## config.mk

```make
export PLATFORM = sky130hd
export DESIGN_NAME = fle_div_pipe
export DESIGN_NICKNAME = d
export VERILOG_FILES = /design/src/hdl/fle_div_pipe.sv
export SDC_FILE = /design/constraint.sdc
export NUM_CORES = 2
export LEC_CHECK = 0
export BUFFER_PORTS_ARGS = -buffer_cell sky130_fd_sc_hd__buf_2
export CORE_MARGIN = 4
export CORE_UTILIZATION = 58
export DETAILED_ROUTE_END_ITERATION = 6
export PLACE_DENSITY = 0.84
export SYNTH_ARGS = -nofsm -noshare
export SYNTH_HDL_FRONTEND = slang
export SYNTH_SLANG_ARGS = --single-unit
```

## constraint.sdc

```tcl
create_clock -name clk_i -period 3.15 [get_ports clk_i]
set_input_delay 0.945 -clock clk_i [delete_from_list [all_inputs] [get_ports clk_i]]
set_output_delay 0.945 -clock clk_i [all_outputs]
set_load 0.01 [all_outputs]
```

## src/hdl/fle_div_pipe.sv

```systemverilog
// Pipelined restoring divider, one quotient bit per register stage.
`default_nettype none

module fle_div_pipe #(
  parameter int unsigned DW = 24,
  parameter int unsigned QW = 16,
  parameter int unsigned SW = 1
) (
  input  wire logic          clk_i,
  input  wire logic          rst_ni,
  input  wire logic          en_i,
  input  wire logic          valid_i,
  input  wire logic [DW-1:0] den_i,
  input  wire logic [DW-1:0] rem_i,
  input  wire logic [QW-1:0] num_i,
  input  wire logic [SW-1:0] side_i,
  output logic               valid_o,
  output logic [QW-1:0]      quo_o,
  output logic [DW-1:0]      rem_o,
  output logic [SW-1:0]      side_o
);

  logic          vld_q  [QW];
  logic [DW-1:0] rem_q  [QW];
  logic [QW-1:0] acc_q  [QW];
  logic [SW-1:0] side_q [QW];

  for (genvar s = 0; s < QW; s++) begin : g_stage
    logic          v_in;
    logic [DW-1:0] r_in;
    logic [QW-1:0] a_in;
    logic [SW-1:0] sd_in;
    logic [DW:0]   t;
    logic [DW:0]   diff;
    logic          ge;

    if (s == 0) begin : g_first
      assign v_in  = valid_i;
      assign r_in  = rem_i;
      assign a_in  = num_i;
      assign sd_in = side_i;
    end else begin : g_next
      assign v_in  = vld_q[s-1];
      assign r_in  = rem_q[s-1];
      assign a_in  = acc_q[s-1];
      assign sd_in = side_q[s-1];
    end

    assign t    = {r_in, a_in[QW-1]};
    assign diff = t - {1'b0, den_i};
    assign ge   = (t >= {1'b0, den_i});

    always_ff @(posedge clk_i or negedge rst_ni) begin
      if (!rst_ni) begin
        vld_q[s] <= 1'b0;
      end else if (en_i) begin
        vld_q[s] <= v_in;
      end
    end

    always_ff @(posedge clk_i) begin
      if (en_i) begin
        rem_q[s]  <= ge ? diff[DW-1:0] : t[DW-1:0];
        acc_q[s]  <= {a_in[QW-2:0], ge};
        side_q[s] <= sd_in;
      end
    end
  end

  assign valid_o = vld_q[QW-1];
  assign quo_o   = acc_q[QW-1];
  assign rem_o   = rem_q[QW-1];
  assign side_o  = side_q[QW-1];

endmodule

`default_nettype wire

```

==> results of run 1 <==
==> cells by family after synthesis <==
kind of cell | synth area share, %
fa+ha+maj | 11.7
mux | 7.87
compound gates | 16.2
buf+inv | 2.16
flops | 46.1
simple gates | 10.0
xor+xnor | 5.96
==> timing repair <==
action,4_1_cts
pin swaps,156
gates cloned,30
setup buffers,152
resized for setup,578
endpoints found under the setup margin,398
==> stage by stage <==
stage	hold slack, ns	worst slack (ns)	cells	utilization [%]
floorplan	0.400	-0.773	3882	-
global placement	0.400	-1.09	6039	73.6
detailed placement	0.405	-1.37	6039	73.6
CTS	0.204	-0.333	6351	83.3
==> per-layer routing <==
| layer | overflow | GRT usage, % |
|---|---|---|
| met1 | 95 | 83.7 |
| met2 | 1933 | 106 |
| met3 | 85 | 78.3 |
| met4 | 749 | 96.1 |
| met5 | 8 | 59.1 |
==> impl_metrics.py, run 1 <==
metrics = {
    "grt": {
        "grt_util_all_layers_pct": 89.8,
        "overflow": 2870,
        "grt_max_degree": 71,
    },
    "yosys": {
        "synth_seq_area_share_pct": 46.1,
        "synthArstFlopShare_pct": 2.38,
        "synth_top_area_cell": "edfxtp_1",
        "avgSynthCellArea_um2": 11.2,
        "syn_nets": 4351,
        "synth_top_area_share_pct": 45.2,
        "synth.lib_cells_used.distinct": 101,
        "synthFlopType": "edfxtp_1",
        "post-synth-top-count-cell": "edfxtp_1",
        "synth-seq-cells": 672,
        "synth.cell_area_um2": 43600,
        "synthTopCellsByCount": "edfxtp_1 (656), ha_1 (384), a21oi_1 (316)",
        "ys_top_cells_by_area": "edfxtp_1 (45%), ha_1 (11%), mux2_2 (6.2%)",
        "syn_inst": 3882,
        "yosysWarnings": 0,
        "synth_edf_count": 656,
    },
    "clock_network": {
        "ctsHoldBuffers": 0,
        "clk_path_buf_depth": 3,
        "cts_max_level": 3,
        "clock-sinks": 672,
        "cts_buffers": 76,
        "cts_root_buf": "clkbuf_16",
    },
    "placed_design": {
        "place_congestion": 0.975,
        "place_area_um2": 54800,
        "dp_hpwl_um": 97200,
        "portBuffers": 110,
    },
    "floorplanning": {
        "ioPinCount": 111,
        "rows": 100,
        "initial_core_util_pct": 58.6,
        "die_x_um": 282,
        "die_h_um": 282,
    },
    "timing": {
        "worstEpCategory": "register input",
        "crit_endpoint": "rem_q[0][187]$_DFFE_PP_/D",
    },
    "run_status": {
        "outcome": "aborted with a tool error",
        "haltStage": "5_1_grt",
        "tool.error": "[ERROR GRT-0232] Routing congestion too high. Check the congestion heatmap in the GUI.",
    },
}
==> run 2, diff against run 1 <==
--- a/config.mk
+++ b/config.mk
@@ -7,9 +7,9 @@
 export LEC_CHECK = 0
 export BUFFER_PORTS_ARGS = -buffer_cell sky130_fd_sc_hd__buf_2
 export CORE_MARGIN = 4
-export CORE_UTILIZATION = 58
+export CORE_UTILIZATION = 40
 export DETAILED_ROUTE_END_ITERATION = 6
-export PLACE_DENSITY = 0.84
+export PLACE_DENSITY_LB_ADDON = 0.15
 export SYNTH_ARGS = -nofsm -noshare
 export SYNTH_HDL_FRONTEND = slang
 export SYNTH_SLANG_ARGS = --single-unit
==> constraint.sdc (replaced) <==
create_clock -name clk_i -period 4.1 [get_ports clk_i]
set_input_delay 1.23 -clock clk_i [delete_from_list [all_inputs] [get_ports clk_i]]
set_output_delay 1.23 -clock clk_i [all_outputs]
set_load 0.01 [all_outputs]
==> run 2 against run 1 <==
  * The run now ends clean
  * Area after synthesis unchanged
  * Synthesized cell count unchanged
==> impl_metrics.py, run 2 <==
metrics = {
    "run_status": {
        "outcome": "completed",
    },
    "power_and_ir_drop": {
        "p_comb_share_pct": 55.3,
        "clkPwrFrac_pct": 17.0,
        "vdd_drop_max_v": 0.000349,
        "sequentialPowerShare_pct": 27.7,
        "power_switching_uw": 16400,
        "cellPowerDensity_nw_per_um2": 815,
        "total_power_uw": 45400,
        "leakage_uw": 0.0233,
        "internal_power_uw": 29000,
        "switching_share_pct": 36.1,
    },
    "cells_and_area": {
        "multi_input_area_um2": 22800,
        "final_common_cell": "buf_4",
        "fill_cells": 9603,
        "nets": 5311,
        "antenna_cells": 0,
        "top_regs": "rem_q (384), acc_q (256), side_q (16)",
        "fin_area_um2": 55700,
        "area_growth_pct": 27.7,
        "mostFrequentLayoutCells": "buf_4 (786), edfxtp_1 (656), ha_1 (374), a21oi_1 (314), nand2_1 (249)",
        "regArea_um2": 20100,
        "drive_above_1_share_pct": 29.3,
        "regMostFlops": "rem_q",
        "largest_reg_flops": 384,
    },
    "worst_hold_path": {
        "min_to": "acc_q[15][10]",
        "hp-class": "reg -> reg",
        "whs_path_depth": 0,
        "hp-start": "acc_q[14][9]",
    },
    "timing": {
        "final.setup_skew_ns": 0.0245,
        "fin_setup_tns_ns": 0,
        "drv_slew": 0,
        "worst_slack_ns": 0.194,
        "tightest_slew_ns": 0.678,
        "finalCritPeriodShare_pct": 95.3,
        "max_slew_margin_pct": 54.8,
        "fmaxAchievable_ghz": 0.256,
        "setup_viol": 0,
        "rsz0062_at_grt": "false",
        "finalCriticalPeriod_ns": 3.91,
        "hold_viol_final": 0,
    },
    "route": {
        "wirelength_um": 120000,
        "first_pass_iters": 5,
        "drt_iter0_markers": 2399,
        "viasPerCell": 5.30,
        "drtAntennaViolNets": 0,
        "vias": 33500,
        "post_drt_wl_per_cell_um": 19.1,
        "drc_errors": 0,
    },
    "grt": {
        "grt_antenna_before_repair": 5,
        "grt_max_degree": 91,
        "overflow": 0,
        "grt_pass1_vias": 32900,
        "grt_util_all_layers_pct": 20.6,
        "grt_pass1_wl_um": 188000,
    },
    "clock_network": {
        "cts_buffers": 83,
        "clk_path_buf_depth": 3,
        "path_clk_slew_ns": 0.06,
        "cts_max_level": 3,
        "cts_setup_buffers": 0,
        "cts_root_buf": "clkbuf_16",
        "cts_tree": "built",
        "clock-sinks": 672,
        "worst_skew_pair.late_latency_ns": 0.66,
    },
    "critical_path": {
        "crit_arrival_ns": 4.31,
        "reg2regPathDepth": 13,
        "r2r_end": "rem_q[0][190]",
        "crit_path_frequent_cell": "buf_12",
        "crit_fanout": 19,
        "slowest_delay_ns": 0.36,
        "timing.reg2reg.setup_slack_ns": 0.58,
        "r2r-start": "acc_q[6][15]",
        "worstSetupPathType": "in -> reg",
        "crit_start": "den_i[1]",
        "crit_path_end_kind": "register",
        "start_kind": "primary input",
        "crit_path_top_delay_cell": "mux2_2",
        "crit_required_ns": 4.51,
        "crit_chain": "buf_2 -> clkinvlp_4 -> buf_12 -> buf_12 -> ha_1 -> nor2b_1 -> o31ai_2 -> a31o_2 -> a211oi_2 -> a211oi_2 -> o31ai_2 -> nand2_1 -> a31oi_4 -> buf_12 -> mux2_2",
    },
    "placed_design": {
        "place_congestion": 0.907,
        "portBuffers": 110,
        "post-place-ws_ns": -0.561,
        "place_area_um2": 52800,
        "dp_hpwl_um": 93200,
    },
    "yosys": {
        "synth-seq-cells": 672,
        "post-synth-top-count-cell": "edfxtp_1",
        "synth_seq_area_share_pct": 46.1,
        "synth.cell_area_um2": 43600,
        "synth_edf_count": 656,
        "synthTopCellsByCount": "edfxtp_1 (656), ha_1 (384), a21oi_1 (316)",
        "ys_top_cells_by_area": "edfxtp_1 (45%), ha_1 (11%), mux2_2 (6.2%)",
        "synth_top_area_share_pct": 45.2,
        "synthFlopType": "edfxtp_1",
        "synth.lib_cells_used.distinct": 101,
        "syn_inst": 3882,
        "synthArstFlopShare_pct": 2.38,
        "avgSynthCellArea_um2": 11.2,
        "syn_nets": 4351,
        "synth_top_area_cell": "edfxtp_1",
        "yosysWarnings": 0,
    },
    "floorplanning": {
        "dieArea_um2": 114000,
        "die_x_um": 338,
        "ioPinCount": 111,
        "initial_core_util_pct": 40.5,
        "rows": 120,
        "die_h_um": 338,
        "fp.coreArea_um2": 108000,
    },
    "run": {
        "max_cap_viol_count": 0,
    },
}
## run 2: cell counts after synthesis
No cell type changed its count.
## run 2: cell type report
type                       count  share of cell area, %
multi-input combinational   2984                   40.9
sequential                   672                   36.1
timing repair buffer         954                   13.7
clock buffer                 101                   4.02
tap                         1403                   3.15
clock inverter                51                   1.11
inverter                     147                   1.06
## run 2: worst max-delay path: cells and delay by family
kind	cells	cell delay (ns)
AOI/OAI and AO/OA	6	1.30
buffers and inverters	5	0.80
muxes	1	0.36
and+or+nand+nor	2	0.32
adders and majority gates	1	0.29
## run 2: power groups by stage
stage | clock network (uW) | logic, uW | registers [uW]
global placement | 0 | 24700 | 12800
detailed placement | 0 | 24900 | 12800
finish | 7730 | 25100 | 12600
floorplan | 0 | 16500 | 12000
global route | 8270 | 27900 | 12800
CTS | 7990 | 25100 | 12600
## run 2: cells by family after synthesis
logic type               Yosys count  share of synthesized area [%]
AO/OA/AOI/OAI                   1071                           16.2
XOR/XNOR                         297                           5.96
adder cells (fa/ha/maj)          400                           11.7
buffers and inverters            226                           2.16
flip-flops                       672                           46.1
multiplexers                     304                           7.87
AND/OR/NAND/NOR                  912                           10.0
## run 2: metrics by stage
| step | hold slack [ns] | util [%] | cells |
|---|---|---|---|
| after detailed placement | 0.405 | 49.1 | 6160 |
| after global placement | 0.401 | 49.1 | 6160 |
| after CTS | 0.412 | 51.7 | 6312 |
| after floorplan | 0.400 | - | 3882 |
| after global routing | 0.419 | 51.8 | 6312 |
| final | 0.404 | 51.8 | 6312 |
## run 2: worst max-delay path by stage
stage | end | slack [ns] | depth (start not counted)
floorplan | rem_q[0][175] | -0.11 | 12
global placement | rem_q[0][47] | -0.61 | 16
detailed placement | rem_q[0][47] | -0.56 | 16
CTS | rem_q[0][47] | 0.15 | 16
global route | rem_q[1][24] | 0.009 | 17
finish | rem_q[1][175] | 0.19 | 15
## run 2: timing repair
item / CTS / global route
setup endpoints to repair: 0 / 13
resized for setup: 0 / 4
hold buffers: 0 / 0
## run 2: layer usage
layer / wire length, um / track usage [%]
met1: 57100 / 29.1
met5: 0 / 0
met3: 5110 / 2.62
met2: 55600 / 33.8
met4: 2440 / 5.22
Power figures use the tool's default switching activity.
